<file path="src/rtl/rrp_pkg.sv">
// ============================================================================
// rrp_pkg: shared types and constants for the record row parser
// Phase codes, result kinds, column type codes and the parser state record.
// ============================================================================
package rrp_pkg;

    localparam int MAX_COLUMNS = 16;

    // current column counts up to MAX_COLUMNS inclusive
    localparam int COL_W = $clog2(MAX_COLUMNS + 1);
    // compare width covering both the 5-bit column_count and the column counter
    localparam int CMP_W = ((COL_W > 5) ? COL_W : 5) + 1;
    // columns whose type bits fit in the 32-bit type register
    localparam int TYPE_COLS = 16;

    localparam int CC_W   = 5;
    localparam int CT_W   = 2 * TYPE_COLS;
    localparam int CFG_W  = 32;
    localparam int BC_W   = 4;
    localparam int ACC_W  = 64;
    localparam int LEN_W  = 16;
    localparam int KIND_W = 4;
    localparam int CIDX_W = 4;

    localparam logic [BC_W-1:0] FIXED_BYTES = BC_W'(8);
    localparam logic [BC_W-1:0] LEN_BYTES   = BC_W'(2);

    // parse phases
    localparam logic [2:0] PH_TS      = 3'd0;
    localparam logic [2:0] PH_FLAG    = 3'd1;
    localparam logic [2:0] PH_FIXED   = 3'd2;
    localparam logic [2:0] PH_STRLEN  = 3'd3;
    localparam logic [2:0] PH_STRBODY = 3'd4;
    localparam logic [2:0] PH_DONE    = 3'd5;

    // result kinds
    localparam logic [KIND_W-1:0] K_TS      = 4'd0;
    localparam logic [KIND_W-1:0] K_NULL    = 4'd1;
    localparam logic [KIND_W-1:0] K_INT     = 4'd2;
    localparam logic [KIND_W-1:0] K_STRHDR  = 4'd5;
    localparam logic [KIND_W-1:0] K_STRBYTE = 4'd6;
    localparam logic [KIND_W-1:0] K_TRUNC   = 4'd7;
    localparam logic [KIND_W-1:0] K_END     = 4'd8;

    // column type codes
    localparam logic [1:0] T_STRING = 2'd3;

    // config register indexes
    localparam logic CFG_COLUMN_COUNT = 1'b0;
    localparam logic CFG_COLUMN_TYPES = 1'b1;

    typedef struct packed {
        logic [2:0]       phase;
        logic [COL_W-1:0] column;
        logic [BC_W-1:0]  byte_count;
        logic [ACC_W-1:0] acc;
        logic [LEN_W-1:0] str_remaining;
    } parse_state_t;

    // start-of-row parser state
    localparam parse_state_t ROW_START = '{phase: PH_TS, column: '0, byte_count: '0,
                                           acc: '0, str_remaining: '0};

    typedef struct packed {
        logic              valid;
        logic [KIND_W-1:0] kind;
        logic [CIDX_W-1:0] column_index;
        logic [ACC_W-1:0]  value;
        logic              record_end;
    } parse_result_t;

endpackage

</file>
<file path="src/rtl/record_row_parser.sv">
// ============================================================================
// record_row_parser: streaming parser for one stored table row
// Walks a serialized row byte by byte under a configured column schema and
// emits one decoded transaction per timestamp, null, fixed value, string
// header and string byte, plus truncation and end markers at the row end.
// ============================================================================
//
//  channel | signals                                  | role
//  --------+------------------------------------------+---------------------
//  in      | in_valid, in_ready, data_byte, last_byte | record bytes
//  out     | out_valid, out_ready, kind, column_index,| decoded results
//          | value, record_end                        |
//  cfg     | cfg_we, cfg_index, cfg_data              | schema registers
//
// Throughput: one byte per cycle while out is not stalled. An accepted byte
// lands in the input register, and the parse step then loads its result
// into the result register.
// The input register advances whenever the result register is empty or is
// being drained the same cycle, so a stall on out holds the byte in flight.
// Reset clears the schema to zero columns and puts the parser at the start
// of a row; the parser returns there after every byte marked last_byte.
// Bytes past the last column produce no transaction until the row's end.
//
module record_row_parser
    import rrp_pkg::*;
(
    input  logic                clk,
    input  logic                rst_n,

    input  logic                in_valid,
    output logic                in_ready,
    input  logic [7:0]          data_byte,
    input  logic                last_byte,

    output logic                out_valid,
    input  logic                out_ready,
    output logic [KIND_W-1:0]   kind,
    output logic [CIDX_W-1:0]   column_index,
    output logic [ACC_W-1:0]    value,
    output logic                record_end,

    input  logic                cfg_we,
    input  logic                cfg_index,
    input  logic [CFG_W-1:0]    cfg_data
);

    // schema registers
    logic [CC_W-1:0]  column_count_reg;
    logic [CT_W-1:0]  column_types_reg;

    // input register
    logic             s1_valid_reg;
    logic [7:0]       s1_byte_reg;
    logic             s1_last_reg;

    // parser state and result register
    parse_state_t     state_reg;
    parse_state_t     state_next;
    parse_result_t    step_res;
    logic             out_valid_reg;
    logic             out_valid_next;
    logic [KIND_W-1:0] kind_reg;
    logic [CIDX_W-1:0] column_index_reg;
    logic [ACC_W-1:0] value_reg;
    logic             record_end_reg;

    logic             out_slot_free;
    logic             s1_fire;
    logic             in_fire;

    // ------------------------------------------------------------------
    // configuration writes
    // ------------------------------------------------------------------
    always_ff @(posedge clk or negedge rst_n)
    begin
        if (!rst_n)
        begin
            column_count_reg <= '0;
            column_types_reg <= '0;
        end
        else if (cfg_we)
        begin
            unique case (cfg_index)
                CFG_COLUMN_COUNT: column_count_reg <= cfg_data[CC_W-1:0];
                CFG_COLUMN_TYPES: column_types_reg <= cfg_data[CT_W-1:0];
                default:          column_count_reg <= column_count_reg;
            endcase
        end
    end

    // ------------------------------------------------------------------
    // handshake: the step fires only with room in the result register
    // ------------------------------------------------------------------
    assign out_slot_free = !out_valid_reg || out_ready;
    assign s1_fire       = s1_valid_reg && out_slot_free;
    assign in_ready      = !s1_valid_reg || s1_fire;
    assign in_fire       = in_valid && in_ready;

    always_ff @(posedge clk or negedge rst_n)
    begin
        if (!rst_n)
        begin
            s1_valid_reg <= 1'b0;
        end
        else if (in_ready)
        begin
            s1_valid_reg <= in_valid;
        end
    end

    always_ff @(posedge clk)
    begin
        if (in_fire)
        begin
            s1_byte_reg <= data_byte;
            s1_last_reg <= last_byte;
        end
    end

    // ------------------------------------------------------------------
    // parse step
    // ------------------------------------------------------------------
    rrp_step u_step
    (
        .cur          (state_reg),
        .data_byte    (s1_byte_reg),
        .last_byte    (s1_last_reg),
        .column_count (column_count_reg),
        .column_types (column_types_reg),
        .nxt          (state_next),
        .res          (step_res)
    );

    always_ff @(posedge clk or negedge rst_n)
    begin
        if (!rst_n)
        begin
            state_reg <= ROW_START;
        end
        else if (s1_fire)
        begin
            state_reg <= state_next;
        end
    end

    // ------------------------------------------------------------------
    // result register
    // ------------------------------------------------------------------
    always_comb
    begin
        if (s1_fire)
        begin
            out_valid_next = step_res.valid;
        end
        else if (out_ready)
        begin
            out_valid_next = 1'b0;
        end
        else
        begin
            out_valid_next = out_valid_reg;
        end
    end

    always_ff @(posedge clk or negedge rst_n)
    begin
        if (!rst_n)
        begin
            out_valid_reg <= 1'b0;
        end
        else
        begin
            out_valid_reg <= out_valid_next;
        end
    end

    always_ff @(posedge clk)
    begin
        if (s1_fire && step_res.valid)
        begin
            kind_reg         <= step_res.kind;
            column_index_reg <= step_res.column_index;
            value_reg        <= step_res.value;
            record_end_reg   <= step_res.record_end;
        end
    end

    assign out_valid    = out_valid_reg;
    assign kind         = kind_reg;
    assign column_index = column_index_reg;
    assign value        = value_reg;
    assign record_end   = record_end_reg;

    // ------------------------------------------------------------------
    // assertions
    // ------------------------------------------------------------------
    // a row-closing byte always leaves a result and resets the parser
    a_last_gives_result: assert property (@(posedge clk) disable iff (!rst_n)
        s1_fire && s1_last_reg |=> out_valid_reg && record_end_reg &&
        (state_reg.phase == PH_TS) && (state_reg.column == '0))
        else $error("row end did not produce a closing result");

    // column counter never runs past the schema limit
    a_column_bound: assert property (@(posedge clk) disable iff (!rst_n)
        state_reg.column <= COL_W'(MAX_COLUMNS))
        else $error("column counter past limit");

    // string body is only entered with bytes left to read
    a_strbody_nonzero: assert property (@(posedge clk) disable iff (!rst_n)
        (state_reg.phase == PH_STRBODY) |-> (state_reg.str_remaining != '0))
        else $error("string body with zero remaining");

    // byte counter stays inside a fixed-width field
    a_byte_count: assert property (@(posedge clk) disable iff (!rst_n)
        state_reg.byte_count < FIXED_BYTES)
        else $error("field byte counter overflow");

    // a held result is never overwritten by a new step
    a_no_overwrite: assert property (@(posedge clk) disable iff (!rst_n)
        out_valid_reg && !out_ready |-> !s1_fire)
        else $error("step fired into a full result register");

endmodule

</file>
<file path="src/rtl/rrp_step.sv">
// ============================================================================
// rrp_step: per-byte parse step
// Combinational next state and result for one record byte.
// ============================================================================
module rrp_step
    import rrp_pkg::*;
(
    input  parse_state_t         cur,
    input  logic [7:0]           data_byte,
    input  logic                 last_byte,
    input  logic [CC_W-1:0]      column_count,
    input  logic [CT_W-1:0]      column_types,
    output parse_state_t         nxt,
    output parse_result_t        res
);

    localparam logic [CMP_W-1:0] MAX_COLS_V = CMP_W'(MAX_COLUMNS);

    logic [CMP_W-1:0] live_cols;
    logic [CMP_W-1:0] col_ext;
    logic [CMP_W-1:0] col_inc_ext;
    logic [COL_W-1:0] col_inc;
    logic [1:0]       col_type;
    logic [BC_W-1:0]  bc_inc;
    logic [2:0]       byte_pos;
    logic [ACC_W-1:0] acc_or;
    logic [LEN_W-1:0] len_val;
    logic [LEN_W-1:0] rem_dec;
    logic [2:0]       next_col_phase;
    parse_state_t     s;
    logic             have;
    logic [KIND_W-1:0] kind;
    logic [CMP_W-1:0] rcol;
    logic [ACC_W-1:0] val;
    logic             trunc;

    always_comb
    begin
        live_cols   = (CMP_W'(column_count) > MAX_COLS_V) ? MAX_COLS_V
                                                          : CMP_W'(column_count);
        col_ext     = CMP_W'(cur.column);
        col_inc     = cur.column + COL_W'(1);
        col_inc_ext = CMP_W'(col_inc);
        next_col_phase = (col_inc_ext >= live_cols) ? PH_DONE : PH_FLAG;
        col_type    = (col_ext < CMP_W'(TYPE_COLS))
                    ? column_types[{col_ext[3:0], 1'b0} +: 2] : 2'd0;
        bc_inc      = cur.byte_count + BC_W'(1);
        // string length is two bytes, fixed fields eight
        byte_pos    = (cur.phase == PH_STRLEN) ? {2'b00, cur.byte_count[0]}
                                               : cur.byte_count[2:0];
        acc_or      = cur.acc | (ACC_W'(data_byte) << {byte_pos, 3'b000});
        len_val     = acc_or[LEN_W-1:0];
        rem_dec     = cur.str_remaining - LEN_W'(1);
    end

    always_comb
    begin
        s    = cur;
        have = 1'b0;
        kind = K_TS;
        rcol = '0;
        val  = '0;

        unique case (cur.phase)
            PH_TS:
            begin
                s.acc        = acc_or;
                s.byte_count = bc_inc;
                if (bc_inc >= FIXED_BYTES)
                begin
                    have         = 1'b1;
                    kind         = K_TS;
                    val          = acc_or;
                    s.column     = '0;
                    s.byte_count = '0;
                    s.acc        = '0;
                    s.phase      = (live_cols != '0) ? PH_FLAG : PH_DONE;
                end
            end
            PH_FLAG:
            begin
                if (col_ext >= live_cols)
                begin
                    s.phase = PH_DONE;
                end
                else if (data_byte != 8'd0)
                begin
                    have         = 1'b1;
                    kind         = K_NULL;
                    rcol         = col_ext;
                    s.column     = col_inc;
                    s.phase      = next_col_phase;
                    s.byte_count = '0;
                    s.acc        = '0;
                end
                else
                begin
                    s.phase      = (col_type == T_STRING) ? PH_STRLEN : PH_FIXED;
                    s.byte_count = '0;
                    s.acc        = '0;
                end
            end
            PH_FIXED:
            begin
                s.acc        = acc_or;
                s.byte_count = bc_inc;
                if (bc_inc >= FIXED_BYTES)
                begin
                    have         = 1'b1;
                    rcol         = col_ext;
                    val          = acc_or;
                    // a string type here (changed mid-field) reports as int
                    kind         = (col_type == T_STRING) ? K_INT
                                 : K_INT + KIND_W'(col_type);
                    s.column     = col_inc;
                    s.phase      = next_col_phase;
                    s.byte_count = '0;
                    s.acc        = '0;
                end
            end
            PH_STRLEN:
            begin
                s.acc        = acc_or;
                s.byte_count = bc_inc;
                if (bc_inc >= LEN_BYTES)
                begin
                    have            = 1'b1;
                    kind            = K_STRHDR;
                    rcol            = col_ext;
                    val             = ACC_W'(len_val);
                    s.str_remaining = len_val;
                    s.byte_count    = '0;
                    s.acc           = '0;
                    if (len_val == '0)
                    begin
                        s.column = col_inc;
                        s.phase  = next_col_phase;
                    end
                    else
                    begin
                        s.phase = PH_STRBODY;
                    end
                end
            end
            PH_STRBODY:
            begin
                have            = 1'b1;
                kind            = K_STRBYTE;
                rcol            = col_ext;
                val             = ACC_W'(data_byte);
                s.str_remaining = rem_dec;
                if (rem_dec == '0)
                begin
                    s.column     = col_inc;
                    s.phase      = next_col_phase;
                    s.byte_count = '0;
                    s.acc        = '0;
                end
            end
            default:
            begin
                s.phase = PH_DONE;
            end
        endcase

        trunc = (s.phase == PH_FIXED) || (s.phase == PH_STRLEN) ||
                (s.phase == PH_STRBODY) ||
                ((s.phase == PH_TS) && (s.byte_count != '0));

        res.record_end = last_byte;
        if (last_byte)
        begin
            res.valid = 1'b1;
            if (trunc)
            begin
                res.kind         = K_TRUNC;
                res.column_index = (s.phase == PH_TS) ? '0 : s.column[CIDX_W-1:0];
                res.value        = '0;
            end
            else if (!have)
            begin
                res.kind         = K_END;
                res.column_index = '0;
                res.value        = '0;
            end
            else
            begin
                res.kind         = kind;
                res.column_index = rcol[CIDX_W-1:0];
                res.value        = val;
            end
            // row closed: back to the start-of-row state
            nxt               = '0;
            nxt.phase         = PH_TS;
        end
        else
        begin
            res.valid        = have;
            res.kind         = kind;
            res.column_index = rcol[CIDX_W-1:0];
            res.value        = val;
            nxt              = s;
        end
    end

endmodule

</file>
<file path="config.mk">
export PLATFORM = sky130hd
export DESIGN_NAME = record_row_parser
export DESIGN_NICKNAME = d
export VERILOG_FILES = /design/src/rtl/rrp_pkg.sv /design/src/rtl/record_row_parser.sv /design/src/rtl/rrp_step.sv
export SDC_FILE = /design/constraint.sdc
export NUM_CORES = 1
export LEC_CHECK = 0
export BUFFER_PORTS_ARGS = -buffer_cell sky130_fd_sc_hd__buf_4
export CORE_MARGIN = 5
export CORE_UTILIZATION = 55
export DETAILED_ROUTE_END_ITERATION = 12
export HOLD_SLACK_MARGIN = 0.08
export PLACE_DENSITY = 0.76
export SLEW_MARGIN = 20
export SYNTH_ARGS = -nofsm -noshare
export SYNTH_HDL_FRONTEND = slang
export SYNTH_SLANG_ARGS = --single-unit
</file>
<file path="constraint.sdc">
create_clock -name clk -period 17.57 [get_ports clk]
set_input_delay 2.6355 -clock clk [delete_from_list [all_inputs] [get_ports clk]]
set_output_delay 2.6355 -clock clk [all_outputs]
set_load 0.02 [all_outputs]
</file>
==> results of run 1 <==
## how the worst min path moves through the flow
stage,startpoint,to,slack [ns]
3_3_place_gp,state_reg[43],state_reg[43],0.47
5_1_grt,column_types_reg[12],column_types_reg[12],0.52
3_5_place_dp,state_reg[53],state_reg[53],0.48
2_1_floorplan,s1_last_reg,record_end,0.42
6_report,state_reg[78],state_reg[78],0.49
4_1_cts,state_reg[59],state_reg[59],0.50
## layout by cell type (no fill, tap or decap), drive strengths merged, types with 9 or more instances in the layout
cell type and n:
a21oi 77, a22o 11, a22oi 11, a31oi 72, buf 139, clkbuf 32, dfrtp 131, edfxtp 82
ha 17, inv 15, mux2 41, nand2 33, nand3 9, nor2 165, nor3 19, nor4 12
o21ai 37, o22ai 9
## per-stage QoR
stage | hold slack, ns | area, um^2 | total power, mW | utilization [%]
final | 0.493 | 11700 | 1.49 | 65.6
after CTS | 0.498 | 11700 | 1.50 | 65.6
after floorplan | 0.424 | 9990 | 0.931 | -
after global routing | 0.521 | 11700 | 1.57 | 65.6
after detailed placement | 0.484 | 11100 | 1.06 | 61.8
after global placement | 0.474 | 11100 | 1.05 | 61.8
## synthesized netlist by cell type (3+ instances only)
library cell | number | share of area [%]
nor4_1 | 11 | 0.69
a211oi_1 | 3 | 0.23
nand2b_1 | 7 | 0.44
buf_2 | 14 | 0.70
nor3_1 | 17 | 0.85
nand2_1 | 33 | 1.2
and3_1 | 4 | 0.25
nor2_1 | 165 | 6.2
nor3b_1 | 4 | 0.30
nand4_1 | 4 | 0.25
clkbuf_1 | 50 | 1.9
o22ai_1 | 9 | 0.56
and2_1 | 5 | 0.31
nand3b_1 | 3 | 0.23
nand3_1 | 9 | 0.45
or4_1 | 4 | 0.30
mux2i_1 | 4 | 0.40
dfrtp_1 | 131 | 33
inv_1 | 14 | 0.53
xor2_1 | 4 | 0.35
edfxtp_1 | 82 | 25
xnor2_1 | 6 | 0.53
a31oi_1 | 72 | 4.5
a32o_1 | 3 | 0.30
mux4_2 | 8 | 1.8
mux2_2 | 41 | 4.6
a21oi_1 | 77 | 3.9
nor2b_1 | 6 | 0.38
o211ai_1 | 5 | 0.38
a22o_1 | 11 | 0.96
buf_1 | 5 | 0.19
o32a_1 | 3 | 0.30
o21ai_0 | 35 | 1.8
a22oi_1 | 11 | 0.83
ha_1 | 17 | 2.1
## metal layers
metal  vias up  wire [um]  share of wire, %
met5         -          0                 0
met3        44       1870               7.9
li1       3583          -                 -
met1      3711      10000                42
met4         0        490               2.1
met2       359      11300                48
## cell type report
type / count / area (um^2)
Sequential cell: 213 / 5740
Clock buffer: 32 / 609
Multi-Input combinational cell: 621 / 3940
Inverter: 14 / 52.6
Tap cell: 229 / 287
Clock inverter: 8 / 65.1
Fill cell: 1358 / 6160
Timing Repair Buffer: 139 / 1040
## power by group through the flow
| stage | Sequential, mW | Clock, mW | Combinational [mW] |
|---|---|---|---|
| after global routing | 0.664 | 0.466 | 0.439 |
| after detailed placement | 0.663 | 0 | 0.393 |
| after global placement | 0.661 | 0 | 0.387 |
| after floorplan | 0.657 | 0 | 0.274 |
| final | 0.656 | 0.437 | 0.400 |
| after CTS | 0.655 | 0.446 | 0.395 |
## logic make-up (layout without fill, tap and decap cells)
| group | Yosys count | after routing | synth area share [%] |
|---|---|---|---|
| and+or+nand+nor | 285 | 285 | 13.2 |
| AOI/OAI and AO/OA | 256 | 256 | 16.1 |
| DFF | 213 | 213 | 57.5 |
| buffers and inverters | 84 | 193 | 3.41 |
| muxes | 53 | 53 | 6.83 |
| adders and majority gates | 17 | 17 | 2.13 |
| xor gates and xnor gates | 10 | 10 | 0.877 |
## worst max-delay path: stages
cell and delay, ns:
buf_4 0.10, nand2b_1 0.17, or2_2 0.31, buf_4 0.16
==> impl_metrics.ini, run 1 <==
[grt]
grt_overflow = 0
grt_max_degree = 74
first_global_vias = 7332
use_met1_pct = 31.9
globalRouteMet3Util_pct = 3.22
grt.met2_usage_pct = 36.2
antenna_found_initial = 0
grt_pass1_wl_mm = 37.9
gr-usage-all-layers_pct = 22.3
grt.busiest_layer = met2

[place]
io_buffers = 121
hpwl_mm = 15.8
dp_cells = 1216
gp_congestion = 0.979
dp_slack_ns = 11.55

[cts]
clk_pin_slew_ns = 0.06
clkLatencyLatePin_ns = 0.50
cts_buffer_depth = 3
cts_tree = done
cts_hold_buf = 0
htreeDepth = 1
clockRootBuffer = clkbuf_16
cts_buffers = 22
cts_setup_buffers = 0
cts_resized = 0
cts.sinks = 213

[power_and_ir_drop]
powerDensity_mw_per_mm2 = 127
combPwrFrac_pct = 26.8
power.switching_mw = 0.487
max-vdd-ir-drop_uv = 80.2
power_frac_clock_pct = 29.3
p_sw_share_pct = 32.6
seqPwrFrac_pct = 44.0
internal_power_mw = 1.01
p_leak_nw = 4.87

[routing]
drt_wl_total_mm = 23.7
drcViolationCount = 0
drt_iter0_drc = 635
wl_per_cell_um = 18.9
drt_pass1_iterations = 5
vias = 7697
vias_per_cell = 6.13
ant_nets = 0

[synth]
synth-seq-cells = 213
syn_nets = 982
seq_area_frac_synth_pct = 57.5
synth_cell_types = 67
synthFlopType = dfrtp_1
avgSynthCellArea_um2 = 10.9
syn_area_mm2 = 0.00999
synthCells = 918
async_flop_share_pct = 61.5
synth_edf_count = 82
yosysWarnings = 0

[run_status]
outcome = finished clean

[timing]
period_share_pct = 34.3
worst_slack_ns = 11.55
relSlewSlack_pct = 29.2
hold_viol = 0
slew_violations = 0
rsz0062_at_grt = no
setup_tns_ns = 0
min_period_ns = 6.02
clock.fmax_mhz = 166
setup_viol = 0
worstMarginPinSlew_ns = 1.05
skew_ns = 0.00851

[die]
start_util_pct = 55.8
rows = 49
die-area_mm2 = 0.0210
core_area_mm2 = 0.0179
ios = 122
die-height_um = 145
die_w_um = 145

[cells_and_area]
antennaDiodeCount = 0
area_growth_pct = 17.5
largest_register_ffs = 92
nNetsFinal = 1075
final_cells = 1256
drive_gt1_share_pct = 22.4

[setup_path]
r2r_cells = 10
worstSetupPathType = primary input to primary output
cp-end-kind = primary output
cp-startpoint = out_ready
rr_startpoint = state_reg[84]
reg2reg_slack_ns = 13.54
cp_max_fo = 4
rr_endpoint = value[39]
required_ns = 14.93
arrival_ns = 3.39
startpoint_type = primary input
cp-endpoint = in_ready

[min_path]
hold_class = flip-flop to flip-flop
min_path_cells = 2

[flow_run]
cap_violations = 0
No activity file was read; power rests on OpenSTA's default activity.
==> run 2, diff against run 1 <==
ABC_AREA = 1   (was unset)
CORE_UTILIZATION = 53   (was 55)
clock period = 5.02 ns   (was 17.57 ns; I/O delays follow)
==> run 2 against run 1 <==
Effect of this change:
- critical path depth is 10 higher
- routed wire length rose by 14%
- area after synthesis is 11% higher
- clock power rose to 4.0 times the previous value
- cell count is 32% higher
- die area is 14% higher
- largest cell class unchanged
- largest power group is now combinational logic
- highest routed layer unchanged
==> impl_metrics.ini, run 2 <==
[timing]
setup_viol = 0
slew_violations = 0
min_period_ns = 3.92
relSlewSlack_pct = 42.8
worst_slack_ns = 1.10
holdWs_ns = 0.258
skew_ns = 0.0150
period_share_pct = 78.2
setup_tns_ns = 0
rsz0062_at_grt = no
clock.fmax_mhz = 255
worstMarginPinSlew_ns = 0.858
hold_viol = 0

[cts]
cts_resized = 0
clockRootBuffer = clkbuf_16
cts.sinks = 213
cts_hold_buf = 0
clk_pin_slew_ns = 0.06
clkLatencyLatePin_ns = 0.53
htreeDepth = 1
cts_setup_buffers = 0
cts_buffers = 23
cts_tree = done
cts_buffer_depth = 3

[synth]
netlist_top_cells_area = dfrtp_1 30%, edfxtp_1 22%, nand3_1 7.6%
synth-compound-area-share_pct = 12.7
synth_fa_ha_area_share_pct = 1.93
synth.area.mux_share_pct = 2.24
synth_top_family_by_area = simple AND/OR/NAND/NOR gates
async_flop_share_pct = 61.5
yosys.area_share.simple_pct = 21.3
syn_area_mm2 = 0.0110
seq_area_frac_synth_pct = 52.0
netlist.top_cell.by_area = dfrtp_1
yosysWarnings = 0
synth_edf_count = 82
synthTopCellsByCount = 188 x inv_1, 168 x nand3_1, 150 x nor2_1
yosysTopAreaCellShare_pct = 29.7
syn_nets = 1340
synth-seq-cells = 213
synthCells = 1276
synthFlopType = dfrtp_1
avgSynthCellArea_um2 = 8.66
synthXorXnorAreaFrac_pct = 0.702
synth_cell_types = 52
yosysMostFrequentCell = inv_1

[cells_and_area]
largest_register_ffs = 92
antennaDiodeCount = 0
multi_input_area_mm2 = 0.00431
nFillCells = 1689
nNetsFinal = 1437
area_growth_pct = 16.9
regArea_mm2 = 0.00574
layout_common_cells = 187 x inv_1, 168 x nand3_1, 149 x nor2_1
drive_gt1_share_pct = 16.8
final_common_cell = inv_1
final_cells = 1660
fin_util_pct = 63.4
fin_area_mm2 = 0.0129

[setup_path]
startpoint_type = flip-flop
worstSetupPathType = flip-flop to flip-flop
required_ns = 5.22
cp_max_fo = 57
cp-end-kind = flip-flop
arrival_ns = 4.12

[power_and_ir_drop]
p_total_mw = 6.84
max-vdd-ir-drop_uv = 321
powerDensity_mw_per_mm2 = 529
p_leak_nw = 5.48

[place]
dp_slack_ns = 1.14
dp_cells = 1618
gp_congestion = 0.920
hpwl_mm = 19.0
placed_cell_area_mm2 = 0.0121
io_buffers = 121

[routing]
vias_per_cell = 5.51
drt_iter0_drc = 806
drcViolationCount = 0
drt_pass1_iterations = 5
drt_wl_total_mm = 27.1
vias = 9148
wl_per_cell_um = 16.3
ant_nets = 0

[die]
die-area_mm2 = 0.0238
start_util_pct = 54.2
die-height_um = 154
core_area_mm2 = 0.0204
die_w_um = 154
rows = 52
ios = 122

[grt]
first_global_vias = 8723
gr-usage-all-layers_pct = 22.4
grt_overflow = 0
grt_pass1_wl_mm = 44.7
antenna_found_initial = 0
grt_max_degree = 130

[min_path]
hold_class = primary input to asynchronous set/reset pin

[run_status]
outcome = finished clean

[flow_run]
cap_violations = 0
==> run 2: cell count changes in the layout (fill, tap and decap cells not counted), moves of 15 or more <==
cell,change
a21oi_1,-44
a31oi_1,-69
inv_1,+173
mux2_2,-19
nand2_1,+110
nand3_1,+159
nor2_1,-15
nor2_2,+18
o21ai_0,+101
o21ai_1,+33
o32ai_1,+15
==> run 2: final timing paths <==
check / startpoint / to / slack [ns] / depth (start not counted)
min in group clk: data_byte[4] / s1_byte_reg[4] / 0.41 / 1
max in group asynchronous: rst_n / column_types_reg[14] / 3.73 / 2
min: rst_n / state_reg[9] / 0.26 / 1
min reg2reg: column_types_reg[1] / column_types_reg[1] / 0.48 / 2
max: state_reg[84] / column_index[2] / 1.10 / 14
max reg2reg: state_reg[84] / column_index[2] / 1.10 / 14
==> run 2: layout make-up <==
| type | count | area share (%) |
|---|---|---|
| multi-input combinational | 812 | 33.4 |
| inverter | 193 | 5.63 |
| sequential | 213 | 44.4 |
| clock buffer | 29 | 4.95 |
| clock inverter | 13 | 1.22 |
| tap | 270 | 2.62 |
| timing repair buffer | 130 | 7.75 |
==> run 2: critical path: stages (launching register included) <==
cell	delay, ns
dfrtp_1	0.86
inv_1	0.53
ha_1	0.44
nand2_1	0.06
inv_1	0.03
nand4_1	0.06
nand3_1	0.10
inv_1	0.11
nand2_1	0.08
nor2_1	0.20
inv_1	0.12
nand3_1	0.08
o21ai_0	0.12
inv_2	0.41
buf_12	0.33
==> run 2: power by group <==
part / total, mW / internal [mW] / switching [mW]
Sequential: 2.36 / 2.17 / 0.193
Combinational: 2.72 / 0.801 / 1.92
Clock: 1.76 / 1.06 / 0.694
==> run 2: cell families after synthesis <==
kind of cell	Yosys count
adders and majority gates	17
and+or+nand+nor	514
DFF	213
buffers and inverters	251
AOI/OAI and AO/OA	251
xor gates and xnor gates	8
muxes	22
==> run 2: layer usage <==
metal	global-route usage (%)	routed length (um)	part of all wire [%]	up-vias
met3	3.16	1730	6.4	66
met4	6.01	821	3.0	0
met1	31.7	11800	44	4253
met5	0	0	0	-
li1	-	-	-	4460
met2	36.6	12700	47	369
==> run 3, diff against run 2 <==
ABC_AREA = 0   (was 1)
PLACE_DENSITY = 0.77   (was 0.76)
clock period = 3.3 ns   (was 5.02 ns; I/O delays follow)
==> run 3 against run 2 <==
Effect of this change:
- clock skew down 0.0037 ns
- cell count fell by 22%
- largest cell class unchanged
- utilization is 1.5 points higher
- global-route usage is 0.38 points higher
- critical path type unchanged
- critical endpoint is now kind[2]
==> impl_metrics.ini, run 3 (synthesis gave the netlist of run 1 again) <==
[cells_and_area]
layout_common_cells = 164 x nor2_1, 162 x buf_4, 130 x dfrtp_1
largest_register_ffs = 92
antennaDiodeCount = 0
drive_gt1_share_pct = 25.9
fin_util_pct = 64.9
nNetsFinal = 1104
final_common_cell = nor2_1
area_growth_pct = 21.2
nFillCells = 1462

[grt]
gr-usage-all-layers_pct = 22.8
grt_pass1_wl_mm = 40.6
grt_overflow = 0
first_global_vias = 7670
grt_max_degree = 66
antenna_found_initial = 0

[die]
die_w_um = 147
rows = 50
start_util_pct = 53.6
die-height_um = 147
core_area_mm2 = 0.0186
die-area_mm2 = 0.0217
ios = 122

[timing]
hold_viol = 0
min_period_ns = 3.16
rsz0062_at_grt = no
worstMarginPinSlew_ns = 0.735
clock.fmax_mhz = 316
slew_violations = 0
period_share_pct = 95.8
setup_tns_ns = 0
worst_slack_ns = 0.140
relSlewSlack_pct = 51.0
skew_ns = 0.0113
setup_viol = 0

[power_and_ir_drop]
internal_power_mw = 5.52
p_total_mw = 8.22
max-vdd-ir-drop_uv = 419
powerDensity_mw_per_mm2 = 679
p_leak_nw = 5.06
seqPwrFrac_pct = 41.8
combPwrFrac_pct = 28.1
p_sw_share_pct = 32.8
power_frac_clock_pct = 30.1
power.switching_mw = 2.70

[min_path]
hold_class = primary input to flip-flop
whs_endpoint = s1_byte_reg[6]
min_path_cells = 1
hp-start = data_byte[6]

[cts]
cts_tree = done
cts.sinks = 213
clk_pin_slew_ns = 0.06
clockRootBuffer = clkbuf_16
htreeDepth = 1
cts_buffers = 23
cts_setup_buffers = 0
cts_buffer_depth = 3
clkLatencyLatePin_ns = 0.53

[setup_path]
arrival_ns = 3.41
r2r_cells = 9
cp-end-kind = flip-flop
cp_max_fo = 6
startpoint_type = flip-flop
worstSetupPathType = flip-flop to flip-flop
rr_endpoint = kind[2]
rr_startpoint = state_reg[0]
reg2reg_slack_ns = 0.14
required_ns = 3.55
cp-startpoint = state_reg[0]

[routing]
wl_per_cell_um = 19.3
drt_pass1_iterations = 7
drcViolationCount = 0
vias_per_cell = 6.05
drt_iter0_drc = 759
drt_wl_total_mm = 25.0
ant_nets = 0
vias = 7810

[place]
gp_congestion = 0.920
io_buffers = 121
dp_slack_ns = 0.132
hpwl_mm = 16.9

[run_status]
outcome = finished clean

[flow_run]
cap_violations = 0
[run 3: changes by cell type in the layout (fill, tap and decap cells not counted), moves of 18 or more]
cell	previous run	this run
nor2_2	18	0
a31oi_1	2	69
inv_1	187	12
nand3_1	168	9
buf_4	128	162
nand2_1	143	33
a21oi_1	33	76
o21ai_0	136	34
mux2_2	22	41
o21ai_1	35	2
[run 3: what timing repair did]
action	in CTS	in global routing
setup endpoints to repair	0	3
hold endpoints to repair	53	0
gates resized for setup	0	3
hold buffers	1	0
[run 3: critical path, stage by stage, from the launching register on]
cell and delay (ns):
dfrtp_1 0.43, inv_1 0.08, ha_1 0.22, or3b_1 0.43, o21a_4 0.25, nor4_4 0.34
a41oi_2 0.21, or4_4 0.59, o221ai_2 0.23, o211ai_1 0.12
[run 3: metal layers]
| metal | GRT usage [%] | part of all wire, % |
|---|---|---|
| met1 | 31.9 | 41 |
| met5 | 0 | 0 |
| met4 | 6.57 | 2.5 |
| met2 | 37.3 | 48 |
| met3 | 3.67 | 7.6 |
[run 3: through the flow]
stage          hold WS, ns  cells  instance area (um^2)
2_1_floorplan        0.199    918                 10000
3_3_place_gp         0.475   1248                 11300
3_5_place_dp         0.484   1248                 11300
4_1_cts              0.133   1290                 12100
5_1_grt              0.135   1290                 12100
6_report             0.144   1290                 12100
[run 3: how the worst max path moves through the flow]
stage	end	cells after the start
2_1_floorplan	column_index[0]	8
3_5_place_dp	kind[2]	9
3_3_place_gp	kind[2]	9
6_report	kind[2]	9
5_1_grt	kind[2]	8
4_1_cts	column_index[0]	10
[run 3: final cells by class]
type,count,area (um^2),area share [%]
Clock buffer,32,639,5.28
Clock inverter,9,88.8,0.734
Inverter,14,52.6,0.434
Multi-Input combinational cell,621,3980,32.9
Sequential cell,213,5740,47.4
Tap cell,234,293,2.42
Timing Repair Buffer,167,1310,10.8
[run 3: power by group through the flow]
| stage | sequential (mW) | combinational, mW | clock, mW |
|---|---|---|---|
| 6_report | 3.44 | 2.31 | 2.48 |
| 5_1_grt | 3.48 | 2.53 | 2.63 |
| 4_1_cts | 3.43 | 2.29 | 2.52 |
| 3_5_place_dp | 3.48 | 2.27 | 0 |
| 3_3_place_gp | 3.46 | 2.23 | 0 |
| 2_1_floorplan | 3.49 | 1.48 | 0 |
